### src/rtl/core/w1eis_pkg.sv
// Shared types, widths and small helper functions for the weight-one Eisenstein block.
package w1eis_pkg;

  localparam int DIV_W = 32;
  localparam int MOD_W = 32;
  localparam int VAL_W = 16;
  localparam int SUM_W = 16;
  localparam int CNT_W = 6;

  typedef struct packed {
    logic             start;
    logic [CNT_W-1:0] nbits;
  } div_req_t;

  typedef struct packed {
    logic       done;
    logic [1:0] q_mod3;
  } div_rsp_t;

  // (2 * m + b) mod 3
  function automatic logic [1:0] mod3_shift(logic [1:0] m, logic b);
    logic [1:0] r;
    case ({m, b})
      3'b000:  r = 2'd0;
      3'b001:  r = 2'd1;
      3'b010:  r = 2'd2;
      3'b011:  r = 2'd0;
      3'b100:  r = 2'd1;
      3'b101:  r = 2'd2;
      default: r = 2'd0;
    endcase
    return r;
  endfunction

  function automatic logic [1:0] mod3_inc(logic [1:0] m);
    return (m == 2'd2) ? 2'd0 : m + 2'd1;
  endfunction

  function automatic logic [SUM_W-1:0] chi3_inc(logic [1:0] m);
    logic [SUM_W-1:0] r;
    case (m)
      2'd1:    r = SUM_W'(1);
      2'd2:    r = '1;
      default: r = '0;
    endcase
    return r;
  endfunction

  function automatic logic [SUM_W-1:0] chi4_inc(logic [1:0] low);
    logic [SUM_W-1:0] r;
    case (low)
      2'd1:    r = SUM_W'(1);
      2'd3:    r = '1;
      default: r = '0;
    endcase
    return r;
  endfunction

endpackage

### src/rtl/core/w1eis_div.sv
// Shared radix-2 restoring divider, one quotient bit per cycle, with quotient mod 3 tracking.
module w1eis_div
  import w1eis_pkg::*;
(
  input  logic             clk_i,
  input  logic             rst_ni,
  input  div_req_t         req_i,
  input  logic [DIV_W-1:0] dividend_i,
  input  logic [DIV_W-1:0] divisor_i,
  output div_rsp_t         rsp_o,
  output logic [DIV_W-1:0] quot_o,
  output logic [DIV_W-1:0] rem_o
);

  logic             busy_q, busy_d;
  logic             done_q, done_d;
  logic [CNT_W-1:0] cnt_q, cnt_d;
  logic [DIV_W-1:0] dvd_q, dvd_d;
  logic [DIV_W-1:0] dvs_q, dvs_d;
  logic [DIV_W-1:0] rem_q, rem_d;
  logic [DIV_W-1:0] quot_q, quot_d;
  logic [1:0]       qm3_q, qm3_d;

  logic [DIV_W:0]   rem_sh;
  logic [DIV_W:0]   diff;
  logic             qbit;

  assign rem_sh = {rem_q, dvd_q[DIV_W-1]};
  assign diff   = rem_sh - {1'b0, dvs_q};
  assign qbit   = ~diff[DIV_W];

  always_comb begin
    busy_d = busy_q;
    done_d = 1'b0;
    cnt_d  = cnt_q;
    dvd_d  = dvd_q;
    dvs_d  = dvs_q;
    rem_d  = rem_q;
    quot_d = quot_q;
    qm3_d  = qm3_q;
    if (req_i.start) begin
      busy_d = 1'b1;
      cnt_d  = req_i.nbits;
      dvd_d  = dividend_i;
      dvs_d  = divisor_i;
      rem_d  = '0;
      quot_d = '0;
      qm3_d  = 2'd0;
    end else if (busy_q) begin
      dvd_d  = {dvd_q[DIV_W-2:0], 1'b0};
      rem_d  = qbit ? diff[DIV_W-1:0] : rem_sh[DIV_W-1:0];
      quot_d = {quot_q[DIV_W-2:0], qbit};
      qm3_d  = mod3_shift(qm3_q, qbit);
      cnt_d  = cnt_q - CNT_W'(1);
      if (cnt_q == CNT_W'(1)) begin
        busy_d = 1'b0;
        done_d = 1'b1;
      end
    end
  end

  always_ff @(posedge clk_i or negedge rst_ni) begin
    if (!rst_ni) begin
      busy_q <= 1'b0;
      done_q <= 1'b0;
      cnt_q  <= '0;
    end else begin
      busy_q <= busy_d;
      done_q <= done_d;
      cnt_q  <= cnt_d;
    end
  end

  always_ff @(posedge clk_i) begin
    dvd_q  <= dvd_d;
    dvs_q  <= dvs_d;
    rem_q  <= rem_d;
    quot_q <= quot_d;
    qm3_q  <= qm3_d;
  end

  assign rsp_o.done   = done_q;
  assign rsp_o.q_mod3 = qm3_q;
  assign quot_o       = quot_q;
  assign rem_o        = rem_q;

endmodule

### src/rtl/core/weight1_eisenstein_coefficients.sv
// Top level: divisor-trial sequencer around a shared divider, with output register.
//
//   channel  dir  handshake                     payload
//   s_axis   in   s_axis_tvalid/tready          tdata[INDEX_BITS-1:0] = index
//   m_axis   out  m_axis_tvalid/tready          tdata[31:0] = e3_coeff, [63:32] = e4_coeff
//   cfg      in   cfg_wr_en_i                   cfg_wr_data_i = modulus
//
// Index zero: only the two reductions. Otherwise (floor(sqrt(n)) + 1) trial divisions,
// then two reductions by the modulus (done without the divider with modulus zero); the
// trial divisions and the reductions by a nonzero modulus run on the single shared divider.
// Reset leaves the modulus at 2 and the block idle; no clearing pass.
// Input is taken only when idle; a held result blocks the next result, not the next input.
module weight1_eisenstein_coefficients
  import w1eis_pkg::*;
#(
  parameter int INDEX_BITS = 20
) (
  input  logic                                 clk_i,
  input  logic                                 rst_ni,
  input  logic                                 s_axis_tvalid,
  output logic                                 s_axis_tready,
  // [INDEX_BITS-1:0] index
  input  logic [((INDEX_BITS+7)/8)*8-1:0]      s_axis_tdata,
  output logic                                 m_axis_tvalid,
  input  logic                                 m_axis_tready,
  // [31:0] e3_coeff, [63:32] e4_coeff
  output logic [2*MOD_W-1:0]                   m_axis_tdata,
  input  logic                                 cfg_wr_en_i,
  input  logic [MOD_W-1:0]                     cfg_wr_data_i
);

  typedef enum logic [2:0] {
    ST_IDLE, ST_TRIAL, ST_TWAIT, ST_RED3, ST_R3WAIT, ST_RED4, ST_R4WAIT, ST_DONE
  } state_e;

  state_e                  state_q, state_d;
  logic [INDEX_BITS-1:0]   n_q, n_d;
  logic [INDEX_BITS-1:0]   d_q, d_d;
  logic [1:0]              dm3_q, dm3_d;
  logic [SUM_W-1:0]        s3_q, s3_d;
  logic [SUM_W-1:0]        s4_q, s4_d;
  logic [VAL_W-1:0]        val3_q, val3_d;
  logic [VAL_W-1:0]        val4_q, val4_d;
  logic [MOD_W-1:0]        e3_q, e3_d;
  logic [MOD_W-1:0]        e4_q, e4_d;
  logic                    m_valid_q, m_valid_d;
  logic [2*MOD_W-1:0]      m_data_q, m_data_d;
  logic [MOD_W-1:0]        modulus_q;

  div_req_t                div_req;
  div_rsp_t                div_rsp;
  logic [DIV_W-1:0]        div_dvd;
  logic [DIV_W-1:0]        div_dvs;
  logic [DIV_W-1:0]        div_quot;
  logic [DIV_W-1:0]        div_rem;
  logic [INDEX_BITS-1:0]   quot;
  logic                    mod_zero;

  assign quot     = div_quot[INDEX_BITS-1:0];
  assign mod_zero = (modulus_q == '0);

  always_comb begin
    div_req.start = (state_q == ST_TRIAL) ||
                    (((state_q == ST_RED3) || (state_q == ST_RED4)) && !mod_zero);
    div_req.nbits = (state_q == ST_TRIAL) ? CNT_W'(INDEX_BITS) : CNT_W'(VAL_W);
    if (state_q == ST_TRIAL) begin
      div_dvd = DIV_W'(n_q) << (DIV_W - INDEX_BITS);
      div_dvs = DIV_W'(d_q);
    end else begin
      div_dvd = (state_q == ST_RED4) ? {val4_q, {(DIV_W-VAL_W){1'b0}}}
                                     : {val3_q, {(DIV_W-VAL_W){1'b0}}};
      div_dvs = modulus_q;
    end
  end

  w1eis_div u_div (
    .clk_i      (clk_i),
    .rst_ni     (rst_ni),
    .req_i      (div_req),
    .dividend_i (div_dvd),
    .divisor_i  (div_dvs),
    .rsp_o      (div_rsp),
    .quot_o     (div_quot),
    .rem_o      (div_rem)
  );

  always_comb begin
    state_d   = state_q;
    n_d       = n_q;
    d_d       = d_q;
    dm3_d     = dm3_q;
    s3_d      = s3_q;
    s4_d      = s4_q;
    val3_d    = val3_q;
    val4_d    = val4_q;
    e3_d      = e3_q;
    e4_d      = e4_q;
    m_valid_d = m_valid_q;
    m_data_d  = m_data_q;
    if (m_valid_q && m_axis_tready) begin
      m_valid_d = 1'b0;
    end
    unique case (state_q)
      ST_IDLE: begin
        if (s_axis_tvalid) begin
          n_d = s_axis_tdata[INDEX_BITS-1:0];
          if (s_axis_tdata[INDEX_BITS-1:0] == '0) begin
            val3_d  = VAL_W'(1);
            val4_d  = VAL_W'(1);
            state_d = ST_RED3;
          end else begin
            d_d     = INDEX_BITS'(1);
            dm3_d   = 2'd1;
            s3_d    = '0;
            s4_d    = '0;
            state_d = ST_TRIAL;
          end
        end
      end
      ST_TRIAL: begin
        state_d = ST_TWAIT;
      end
      ST_TWAIT: begin
        if (div_rsp.done) begin
          if (quot < d_q) begin
            val3_d  = VAL_W'({s3_q, 2'b00}) + VAL_W'({s3_q, 1'b0});
            val4_d  = VAL_W'({s4_q, 2'b00});
            state_d = ST_RED3;
          end else begin
            if (div_rem == '0) begin
              s3_d = s3_q + chi3_inc(dm3_q)
                   + ((quot != d_q) ? chi3_inc(div_rsp.q_mod3) : SUM_W'(0));
              s4_d = s4_q + chi4_inc(d_q[1:0])
                   + ((quot != d_q) ? chi4_inc(quot[1:0]) : SUM_W'(0));
            end
            d_d     = d_q + INDEX_BITS'(1);
            dm3_d   = mod3_inc(dm3_q);
            state_d = ST_TRIAL;
          end
        end
      end
      ST_RED3: begin
        if (mod_zero) begin
          e3_d    = MOD_W'(val3_q);
          state_d = ST_RED4;
        end else begin
          state_d = ST_R3WAIT;
        end
      end
      ST_R3WAIT: begin
        if (div_rsp.done) begin
          e3_d    = div_rem;
          state_d = ST_RED4;
        end
      end
      ST_RED4: begin
        if (mod_zero) begin
          e4_d    = MOD_W'(val4_q);
          state_d = ST_DONE;
        end else begin
          state_d = ST_R4WAIT;
        end
      end
      ST_R4WAIT: begin
        if (div_rsp.done) begin
          e4_d    = div_rem;
          state_d = ST_DONE;
        end
      end
      ST_DONE: begin
        if (!m_valid_q || m_axis_tready) begin
          m_data_d  = {e4_q, e3_q};
          m_valid_d = 1'b1;
          state_d   = ST_IDLE;
        end
      end
      default: begin
        state_d = ST_IDLE;
      end
    endcase
  end

  always_ff @(posedge clk_i or negedge rst_ni) begin
    if (!rst_ni) begin
      state_q   <= ST_IDLE;
      n_q       <= '0;
      d_q       <= '0;
      dm3_q     <= '0;
      s3_q      <= '0;
      s4_q      <= '0;
      val3_q    <= '0;
      val4_q    <= '0;
      e3_q      <= '0;
      e4_q      <= '0;
      m_valid_q <= 1'b0;
      m_data_q  <= '0;
    end else begin
      state_q   <= state_d;
      n_q       <= n_d;
      d_q       <= d_d;
      dm3_q     <= dm3_d;
      s3_q      <= s3_d;
      s4_q      <= s4_d;
      val3_q    <= val3_d;
      val4_q    <= val4_d;
      e3_q      <= e3_d;
      e4_q      <= e4_d;
      m_valid_q <= m_valid_d;
      m_data_q  <= m_data_d;
    end
  end

  always_ff @(posedge clk_i or negedge rst_ni) begin
    if (!rst_ni) begin
      modulus_q <= MOD_W'(2);
    end else if (cfg_wr_en_i) begin
      modulus_q <= cfg_wr_data_i;
    end
  end

  assign s_axis_tready = (state_q == ST_IDLE);
  assign m_axis_tvalid = m_valid_q;
  assign m_axis_tdata  = m_data_q;

endmodule

### config.mk
export PLATFORM = sky130hd
export DESIGN_NAME = weight1_eisenstein_coefficients
export DESIGN_NICKNAME = d
export VERILOG_FILES = /design/src/rtl/core/w1eis_pkg.sv /design/src/rtl/core/w1eis_div.sv /design/src/rtl/core/weight1_eisenstein_coefficients.sv
export SDC_FILE = /design/constraint.sdc
export NUM_CORES = 1
export LEC_CHECK = 0
export BUFFER_PORTS_ARGS = -buffer_cell sky130_fd_sc_hd__buf_2
export CAP_MARGIN = 20
export CORE_MARGIN = 3
export CORE_UTILIZATION = 45
export DETAILED_ROUTE_END_ITERATION = 7
export MAX_ROUTING_LAYER = met4
export SLEW_MARGIN = 0
export SYNTH_ARGS = -nofsm -noshare
export SYNTH_HDL_FRONTEND = slang
export SYNTH_SLANG_ARGS = --single-unit
### constraint.sdc
create_clock -name clk_i -period 5.1 [get_ports clk_i]
set_input_delay 1.275 -clock clk_i [delete_from_list [all_inputs] [get_ports clk_i]]
set_output_delay 1.275 -clock clk_i [all_outputs]
set_load 0.03 [all_outputs]
* Word-level counts from Yosys, hierarchy flattened
Cells that the tools add are included.
** Storage, ports and cells
- Logic and storage cells :: 176
- Output and inout bits :: 66
- Register bits after elaboration :: 396
** Operators by class
- Bitwise logic cells :: 1
- Mux-type cells :: 85
- Reductions and logical operators :: 25
- Order comparisons :: 1
- Equality and inequality tests :: 33
- $add $sub $neg :: 9
** Operators with widths (count)
- 16-bit two-way mux :: 32
- 32-bit two-way mux :: 8
- 16-bit case mux with 2 select lines :: 8
- 32-bit case mux with 2 select lines :: 2
- 20-bit two-way mux :: 5
- 16-bit adder :: 5
- 32-bit logical NOT :: 2
- 20-bit case mux with 2 select lines :: 1
- 33-bit by 32-bit subtractor with 33-bit output :: 1
- 3-bit case mux with 8 select lines :: 1
- 20-bit by 1-bit adder with 20-bit output (second input constant) :: 1
- 20-bit logical NOT :: 1
- 20-bit < comparator :: 1
- 20-bit inequality test :: 1
- 3-bit equality test (second input constant) :: 6
- 3-bit two-way mux :: 6
- 2-bit inequality test (second input constant) :: 8
- 5-bit AND reduction :: 3
- 2-bit two-way mux :: 7
- 6-bit two-way mux :: 2
- 1-bit two-way mux :: 11
- 3-bit by 2-bit equality test with 1-bit output (second input constant) :: 3
- 2-bit by 1-bit equality test with 1-bit output (second input constant) :: 4
- 2-bit equality test (second input constant) :: 4
- other kinds (16) :: 31

* Depth between registers and ports, before layout
Gate-level depths: netlist of the first run.
- Word-level depth :: 12
- Mapped depth :: 21
- Gate-level depth less buffers :: 21

* Hierarchy
Synthesis of the first run repeated with hierarchy kept, for this count alone.
** Unflattened totals
- Cell total of the unflattened synthesis :: 2010
- Area total of the unflattened synthesis :: 21448.1 um^2
** By module, submodules not included
- weight1_eisenstein_coefficients :: cells each 1305, area each 14147.3 um^2, instances 1
- w1eis_div :: cells each 705, area each 7300.8 um^2, instances 1

* Worst setup path before layout of the first run
OpenSTA, ideal clock, no wires.
- Kind :: register -> register
- From :: reg d_q[18]
- To :: reg s3_q[13]
- Data arrival time :: 4152 ps
- Path buffers :: 0
- Stages on the path, launching flop included :: 20
- Slack :: 853 ps
- Required time :: 5005 ps
- Cell sequence :: dfrtp_1 inv_1 ha_1 and3_1 nand2_1 nor3_1 nand2_1 and2_1 fa_1 ha_1 fa_1 a21o_1 a21o_1 nand2_1 nand2_1 a21oi_1 o211ai_1 a311oi_1 xor2_1 o31ai_1
** Between the ends
- Longest elaborated chain between the ends :: 7
- Elaborated cells on any way between the ends :: 10
- Those cells by class :: 1 x add/sub; 1 x order compare; 2 x eq/ne; 5 x mux; 1 x reduce/logical
** Ends and longest elaborated chain
- from (decl) :: line weight1_eisenstein_coefficients.sv:38 : logic [INDEX_BITS-1:0] d_q, d_d;
- from (signal assigned) :: line weight1_eisenstein_coefficients.sv:187 : d_q <= '0;
- from (signal assigned) :: line weight1_eisenstein_coefficients.sv:200 : d_q <= d_d;
- 20-bit inequality test :: line weight1_eisenstein_coefficients.sv:132 : + ((quot != d_q) ? chi3_inc(div_rsp.q_mod3) : SUM_W'(0));
- 16-bit two-way mux :: line weight1_eisenstein_coefficients.sv:132
- 16-bit adder :: line weight1_eisenstein_coefficients.sv:132
- 16-bit two-way mux :: line weight1_eisenstein_coefficients.sv:130 : if (div_rem == '0) begin
- 16-bit two-way mux :: line weight1_eisenstein_coefficients.sv:125 : if (quot < d_q) begin
- 16-bit two-way mux :: line weight1_eisenstein_coefficients.sv:124 : if (div_rsp.done) begin
- 16-bit case mux with 2 select lines :: line weight1_eisenstein_coefficients.sv:103 : unique case (state_q)
- to (signal assigned) :: line weight1_eisenstein_coefficients.sv:189 : s3_q <= '0;
- to (signal assigned) :: line weight1_eisenstein_coefficients.sv:202 : s3_q <= s3_d;
- to (decl) :: line weight1_eisenstein_coefficients.sv:40 : logic [SUM_W-1:0] s3_q, s3_d;
Several ways; a longest one is shown, not always the timed one. The select of a mux whose other input is x is not followed.
A chain may end at the register's enable or synchronous reset.

* Final worst setup path of the first run
- From :: reg d_q[18]
- To :: reg s4_q[13]
** Between the ends
- Longest elaborated chain between the ends :: 7
- Elaborated cells on any way between the ends :: 10
- Those cells by class :: 1 x add/sub; 1 x order compare; 2 x eq/ne; 5 x mux; 1 x reduce/logical
** Ends and longest elaborated chain
- 20-bit inequality test :: line weight1_eisenstein_coefficients.sv:134 : + ((quot != d_q) ? chi4_inc(quot[1:0]) : SUM_W'(0));
- 16-bit two-way mux :: line weight1_eisenstein_coefficients.sv:134
- 16-bit adder :: line weight1_eisenstein_coefficients.sv:134
- 16-bit two-way mux :: line weight1_eisenstein_coefficients.sv:130
- 16-bit two-way mux :: line weight1_eisenstein_coefficients.sv:125
- 16-bit two-way mux :: line weight1_eisenstein_coefficients.sv:124
- 16-bit case mux with 2 select lines :: line weight1_eisenstein_coefficients.sv:103
- to (signal assigned) :: line weight1_eisenstein_coefficients.sv:190 : s4_q <= '0;
- to (signal assigned) :: line weight1_eisenstein_coefficients.sv:203 : s4_q <= s4_d;
- to (decl) :: line weight1_eisenstein_coefficients.sv:41 : logic [SUM_W-1:0] s4_q, s4_d;
Several ways; a longest one is shown, not always the timed one. The select of a mux whose other input is x is not followed.

==> run summary, run 1 <==
The run finished with clean final reports. At the worst endpoint, the required time is 5590 ps. In this run the static leakage power is 10.9 nW. Clock-pin slew was measured on the worst setup and hold paths at 60 ps.

The total of fill cells in the finished design came out at 3917. The peak ir drop on the vdd network is 0.000359 V. The tightest min-delay check is of the flip-flop to flip-flop type. The clock passes through at most 3 buffers. Once the floorplan was initialized, standard cells occupied 46.0% of the core.

After routing, the total negative slack on setup checks comes to 0 ps. Maximum fanout along the worst path: 6. During I/O placement, the number of pins put on the boundary was 127. In this run the power density over the cells is 536 nW/um2.

Number of max-slew violations in the final report: 0. In the final design database the tool counted 2159 nets. After clock tree synthesis, the repair step resized 0 gates. The average via count per standard cell came out at 5.53. The share of the cycle needed by the critical path after routing was 90.4%; the arrival time of the worst setup path was 5100 ps. The clock network latency to the later pin of the worst-skew pair is 570 ps. Static timing analysis puts the maximum clock frequency at 217 MHz.

Entering global routing, the biggest net connects 116 pins. Type of element launching the critical path: a flip-flop. The tools report the post-CTS repair timing setup buffer count as 0. The library cell used most frequently in the layout, excluding fill and tap cells, is dfrtp_1. The distinct cell type count of the synthesized netlist came out at 73. The tools report the count of unresolved DRC violations after routing as 0.

The type of the worst setup path was flip-flop to flip-flop. The hold buffer count at CTS is 0, and the total number of placement rows is 76. Clock tree synthesis selected as its root buffer the cell clkbuf_16. The pre-antenna-repair detailed-routing pass consisted of 5 iterations. Input and output buffers added on the ports amount to 122. The shortest period the worst path allows is 4610 ps, and the iteration-0 DRC count of the detailed router is 1005. The transition time at the pin with the least slew margin works out to 1100 ps.

The run gives 49000 um as the aggregate routed wire length. From synthesis to final layout, the design area changed by 14.1%. 0 antenna diodes ended up in the layout. HPWL after detailed placement: 35900 um. The number of hold violations in the final report is 0, and the worst clock skew is 20.4 ps. The async set or reset register ratio after synthesis works out to 72.0%. Among all flip-flop cells after synthesis, the most frequent one is dfrtp_1. TritonCTS built the clock tree. The run gives 0 as the initial antenna violation count. The flip-flop and latch count after synthesis came out at 379. For this run, the total global-route usage over all layers was measured as 21.3%. Cells with a size suffix above 1 make up 19.6% of the layout. Sequential element share of the synthesized area: 47.2%. In this run the mean area of a mapped cell was 10.8 um2.

Setup repair after global routing left no endpoint under its margin. Critical register-to-register path startpoint: d_q[18]. Dividing the detail-routed wire length by the instance count gives 18.9 um. The die width is 217 um. Leaving out fill and tap cells, the most frequent cells in the layout are dfrtp_1 (271), mux2_2 (140), nand2_1 (123).

The total grt overflow is 0, and the hold slack is 475 ps. The logs give 0 for the remaining number of nets flagged by the antenna check after routing and 26.9% for the headroom to the max-slew limit. The number of levels the H-tree was split into is 2, and the number of sinks driven by the clock tree is 379. Origin of the worst setup path: d_q[18]. In this run the standard cell core region covers 43600 um2. Total via count in the routed design: 14.3k. The endpoint kind of the worst setup timing path is a flip-flop. The die covers 47100 um2. The mapped netlist covers 20100 um2. The via count of the first global-routing pass is 13.9k. The max capacitance violation total is 0, and the number of synthesized flops with an enable pin is 52. Counting every instance in the synthesized netlist gives 1858. Setup violations remaining at the end of the flow were counted as 0.

The total CTS buffers was 43. The finished layout holds 2588 standard cells, fillers aside. The first global-routing pass estimated 78500 um of wire. Synthesis produced a netlist with a net count of 2048. The logs give 2508 for the placed cell count and 0.868 for the routability congestion estimate from global placement.

From bottom edge to top edge, the die measures 217 um. The startpoint identified for the worst hold timing path is e4_q[12]. Count of yosys warnings during synthesis: 0.
area by class of cell:
type,instances,area [um2],area share (%)
well taps,585,732,3.20
repair buffers,156,913,3.99
clock buffers,59,1250,5.46
multi-input cells,1291,9920,43.4
clock inverters,20,216,0.946
inverters,98,368,1.61
flip-flops and latches,379,9480,41.4
layer usage:
layer | track usage (%) | vias to the layer above | part of all wire (%)
li1 | - | 6948 | -
met1 | 30.7 | 6983 | 49
met2 | 32.0 | 312 | 45
met3 | 2.78 | 63 | 4.3
met4 | 5.61 | 0 | 2.0
met5 | - | - | 0
where the power goes:
part           switching (W)  leakage (nW)  internal [W]  total, W
clock                0.00127         0.717       0.00188   0.00316
combinational        0.00279          5.53       0.00191   0.00470
sequential          0.000631          4.63       0.00378   0.00441
total                0.00469          10.9       0.00758    0.0123
cells in the mapped netlist, types with 4 or more instances:
master	count	area share, %
o41ai_1	4	0.17
nor4_1	32	1.0
ha_1	98	6.1
o21bai_1	6	0.22
nor2_1	112	2.1
a21oi_1	107	2.7
o211ai_1	4	0.15
o22ai_1	4	0.12
nor2b_1	25	0.78
nor3_1	32	0.80
xor2_1	23	1.0
o21ai_0	110	2.7
edfxtp_1	52	7.8
nand3_1	25	0.62
nand4_1	15	0.47
a21o_1	34	1.3
nand2_1	123	2.3
a22o_1	70	3.1
a211oi_1	4	0.15
a311oi_1	5	0.22
or3_1	8	0.25
o31a_1	5	0.22
mux2i_1	77	3.8
and2_1	7	0.22
dfxtp_1	54	5.4
and3_1	14	0.44
inv_1	97	1.8
nand2b_1	10	0.31
clkbuf_1	65	1.2
o21a_1	8	0.30
a22oi_1	4	0.15
dfrtp_1	272	34
buf_1	14	0.26
xnor2_1	61	2.7
mux2_2	140	7.9
fa_1	31	3.1
o31ai_1	25	0.94
a31oi_1	10	0.31
nand3b_1	9	0.34
buf_2	8	0.20
registers in the layout, indices dropped and copies added, names as in the netlist:
register and count:
u_div.done_q 1, u_div.qm3_q 2, s4_q 14, d_q 20, val3_q 16, val4_q 14
s3_q 15, u_div.rem_o 32, u_div.busy_q 1, u_div.cnt_q 6, m_axis_tdata 64, u_div.quot_o 20
m_axis_tvalid 1, u_div.dvs_q 32, u_div.dvd_q 20, modulus_q 32, dm3_q 2, state_q 3
e3_q 32, n_q 20, e4_q 32
stage by stage:
step | total power, W | cell area, um2 | util [%] | worst slack, ps
after floorplan | 0.00781 | 20100 | - | 853
after global placement | 0.00903 | 21400 | 49.1 | 409
after detailed placement | 0.00914 | 21400 | 49.1 | 346
after CTS | 0.0124 | 22900 | 52.5 | 322
after global routing | 0.0131 | 22900 | 52.5 | 11.4
final | 0.0123 | 22900 | 52.5 | 489
logic make-up after synthesis:
logic type,synth area share (%)
fa+ha+maj,9.21
xor+xnor,3.67
simple gates,10.5
compound gates,14.0
flops,47.2
buf+inv,3.64
mux,11.7
path summary, 6_finish.rpt:
path | end | slack (ps) | depth (start not counted)
max | s4_q[13] | 490 | 20
min | e4_q[12] | 470 | 2
min in group asynchronous | m_axis_tdata[13] | 770 | 1
min reg2reg | e4_q[12] | 470 | 2
max reg2reg | s4_q[13] | 490 | 20
max in group asynchronous | dm3_q[0] | 3300 | 2
worst max-delay path: stages, from the launching register on:
cell and delay [ps]:
dfrtp_1 380, inv_1 80, ha_1 300, and3_1 210, nand2_1 90, nor3_1 270, nand2_1 160, nand3_1 200
inv_1 190, fa_1 550, inv_1 70, fa_1 430, nor2b_1 170, o21ai_0 130, a21boi_1 240, o211ai_1 140
a21oi_1 200, o31ai_1 130, xnor2_1 150, or4_1 400, o21ai_0 80
Power figures use the tool's default switching activity.
==> inputs of run 2 (changes only) <==
==> constraint.sdc (replaced) <==
create_clock -name clk_i -period 4.5 [get_ports clk_i]
set_input_delay 1.125 -clock clk_i [delete_from_list [all_inputs] [get_ports clk_i]]
set_output_delay 1.125 -clock clk_i [all_outputs]
set_load 0.03 [all_outputs]
==> run 2 against run 1 <==
  * Utilization grew 0.65 points
  * Power is 15% higher
  * Critical path depth grew 1
  * Sequential share of layout area down 0.51 points
  * Clock skew fell by 6.4 ps
  * First-iteration DRC count down 10%
  * Largest power group unchanged
  * Via count up 0.58%
  * Register-to-register slack got worse by 210 ps
  * Highest routed layer unchanged
  * Worst hold slack about the same
  * Global-route usage up 0.31 points
  * Maximum frequency grew 9.4%
==> run summary, run 2 (same netlist as run 1, synthesis figures left out) <==
The run finished with clean final reports. The most used routing layer in global routing is met2 (unchanged). The largest net degree at the start of global routing was 93 (was 116).

The clock input transition at the sequential cells of the worst setup and hold paths came out at 60 ps (about the same). The met2 usage came out at 32.7% (was 32.0%). Destination of the worst register-to-register timing path: s4_q[12] (was s4_q[13]). The remaining number of nets flagged by the antenna check after routing was 0 (unchanged); the die boundary height was 217 um (unchanged).

The die width came out at 217 um (unchanged). The run gives 49100 um (was 49000 um) as the aggregate routed wire length. For the static power due to leakage, the log shows 11.0 nW (was 10.9 nW).

Boundary pin count: 127 (unchanged). The most common cell after layout, fill and taps aside is dfrtp_1 (unchanged). The longest individual stage delay on the worst path was 520 ps (was 550 ps).

The type of element launching the critical path was a flip-flop (unchanged). For the worst setup slack for register-to-register paths, the log shows 280 ps (was 490 ps). Endpoint kind of the worst setup timing path: a flip-flop (unchanged).

For the number of search-and-repair iterations in the first detailed-routing pass, the log shows 5 (unchanged). The number of flip-flops under the largest register name was 64 (unchanged). The share of the cycle needed by the critical path after routing is 93.7% (was 90.4%). The shortest period the worst path allows was 4220 ps (was 4610 ps); the count of unresolved DRC violations after routing was 0 (unchanged). The tools report the met3 routing resource usage after global routing as 3.90% (was 2.78%).

The cell depth of the worst flop-to-flop path is 21 (was 20). TritonCTS built the clock tree. The headroom to the max-slew limit was 36.5% (was 26.9%). Commonest cells after routing, fill and taps aside: dfrtp_1 (271), mux2_2 (140), nand2_1 (122) (was dfrtp_1 (271), mux2_2 (140), nand2_1 (123)).

The tools report the global-route wire length before repair as 79200 um (was 78500 um). The arrival time of the worst setup path is 4670 ps (was 5100 ps), and the global-route met1 utilization is 30.4% (was 30.7%). The maximum clock rate is 237 MHz (was 217 MHz), and the number of instances on the worst hold path is 2 (unchanged).

The cell type with the highest occurrence count on the critical path was a21o_1 (was inv_1). The relative area change from synthesis to final layout was 15.5% (was 14.1%); the maximum fanout along the worst path was 4 (was 6). Setup repair after global routing left no endpoint under its margin. Critical register-to-register path startpoint: d_q[17] (was d_q[18]). The hold buffer count at CTS was 0 (unchanged). The placeable core area is 43600 um2 (unchanged), and the max capacitance violation total is 0 (unchanged).

The run gives 0.902 (was 0.868) as the routability congestion estimate from global placement. The type of the most critical hold path is flip-flop to flip-flop (unchanged). The tools report the die footprint as 47100 um2 (unchanged).

HPWL after detailed placement: 36400 um (was 35900 um). The average wire per cell in the routed design is 18.8 um (was 18.9 um), and the count of nets after finishing is 2188 (was 2159). Clock network latency to the later pin of the worst-skew pair: 570 ps (about the same).

The type of the worst setup path was flip-flop to flip-flop (unchanged). Cells along the critical path: inv_1, ha_1, and3_1, nand2_1, nor3_2, buf_4, nand2_2, nand3_4, inv_2, fa_1, buf_4, ha_1, a21o_1, a21o_1, a21o_1, a21o_1, a21o_1, a41oi_2, a211oi_1, xnor2_1, a22o_1 (was inv_1, ha_1, and3_1, nand2_1, nor3_1, nand2_1, nand3_1, inv_1, fa_1, inv_1, fa_1, nor2b_1, o21ai_0, a21boi_1, o211ai_1, a21oi_1, o31ai_1, xnor2_1, or4_1, o21ai_0). Average via count per standard cell: 5.50 (was 5.53).

The count of buffers from port buffering came out at 122 (unchanged). The run gives 0 (unchanged) as the number of hold violations in the final report. The iteration-0 DRC count of the detailed router came out at 904 (was 1005). Total grt overflow: 0 (unchanged).

For the total chip power, the log shows 0.0141 W (was 0.0123 W). The tools report the critical path required time as 4950 ps (was 5590 ps). The sink of the worst hold path was e3_q[12] (was e4_q[12]). The power per cell area is 608 nW/um2 (was 536 nW/um2). The run gives 3 (unchanged) as the maximum buffer depth of the clock tree. Initial antenna violation count: 0 (unchanged).

The peak ir drop on the vdd network is 0.000291 V (was 0.000359 V), and the number of max-slew violations in the final report is 0 (unchanged). The final number of setup-violating endpoints is 0 (unchanged). The total CTS buffers was 42 (was 43). The run gives 76 (unchanged) as the total number of placement rows. The transition time at the pin with the least slew margin was 952 ps (was 1100 ps). The tools report the source of the worst hold timing path as e3_q[12] (was e4_q[12]). The logs give 14.4k (was 14.3k) for the total via count in the routed design and 21.6% (was 21.3%) for the total track usage. The worst clock skew is 14.0 ps (was 20.4 ps). The tools report the initial core utilization as 46.0% (unchanged).

The library cell contributing the largest single delay on the critical path was fa_1 (unchanged). The share of cells above drive strength 1 came out at 21.0% (was 19.6%). The tools report the root buffer cell as clkbuf_16 (unchanged).

The number of levels the H-tree was split into came out at 2 (unchanged). Via count of the first global-routing pass: 14.3k (was 13.9k). Accumulated negative setup slack: 0 ps (unchanged). The number of sinks driven by the clock tree came out at 379 (unchanged). The run gives 0 (unchanged) as the antenna diode count.
==> run 2: cell types whose count changed in the layout (fill, tap and decap cells not counted), moves of 3 or more <==
| cell | change |
|---|---|
| clkbuf_16 | -3 |
| clkinv_2 | -3 |
| clkbuf_1 | +4 |
| buf_4 | +28 |
| bufinv_16 | +3 |
==> run 2: area by class of cell <==
class                      instances  area (um2)
inverter                          98         368
clock buffer                      58        1160
clock inverter                    17         269
tap                              585         732
fill                            3905       20400
timing repair buffer             186        1180
sequential                       379        9480
multi-input combinational       1291        9970
==> run 2: per-layer routing <==
metal / vias up / share of wire (%)
li1: 6978 / -
met1: 7062 / 48
met2: 287 / 45
met3: 62 / 4.8
met4: 0 / 2.3
met5: - / 0
==> run 2: timing repair <==
| action | in CTS | in global routing |
|---|---|---|
| buffers inserted | 0 | 0 |
| resized for setup | 0 | 17 |
| setup endpoints to repair | 0 | 8 |
==> run 2: worst max-delay path by stage <==
stage	start	end	slack, ps	depth (start not counted)
floorplan	d_q[18]	s3_q[13]	250	19
global placement	d_q[17]	s4_q[13]	150	21
detailed placement	d_q[17]	s4_q[13]	50	21
CTS	d_q[17]	s4_q[13]	50	21
global route	d_q[17]	s4_q[13]	7	21
finish	d_q[17]	s4_q[12]	280	21
==> run 2: report_power, final <==
part	total [W]	switching (W)	internal (W)
Clock	0.00358	0.00141	0.00216
Combinational	0.00559	0.00329	0.00230
Sequential	0.00492	0.000635	0.00429
Total	0.0141	0.00534	0.00875
==> run 2: critical path, delay by kind of cell, from the launching register on <==
kind / cells / cell delay (ps)
DFF: 1 / 370
xor gates and xnor gates: 1 / 140
and+or+nand+nor: 5 / 650
buffers and inverters: 4 / 420
adders and majority gates: 3 / 1060
AOI/OAI and AO/OA: 8 / 1450
==> run 2: through the flow <==
step	setup WS [ps]	cell area (um2)	util [%]	std cells	hold WS (ps)
3_5_place_dp	47.0	21600	49.7	2538	466
4_1_cts	53.3	23100	53.0	2613	479
3_3_place_gp	148	21600	49.6	2537	461
5_1_grt	7.00	23200	53.2	2614	504
2_1_floorplan	253	20100	-	1858	446
6_report	284	23200	53.2	2614	474
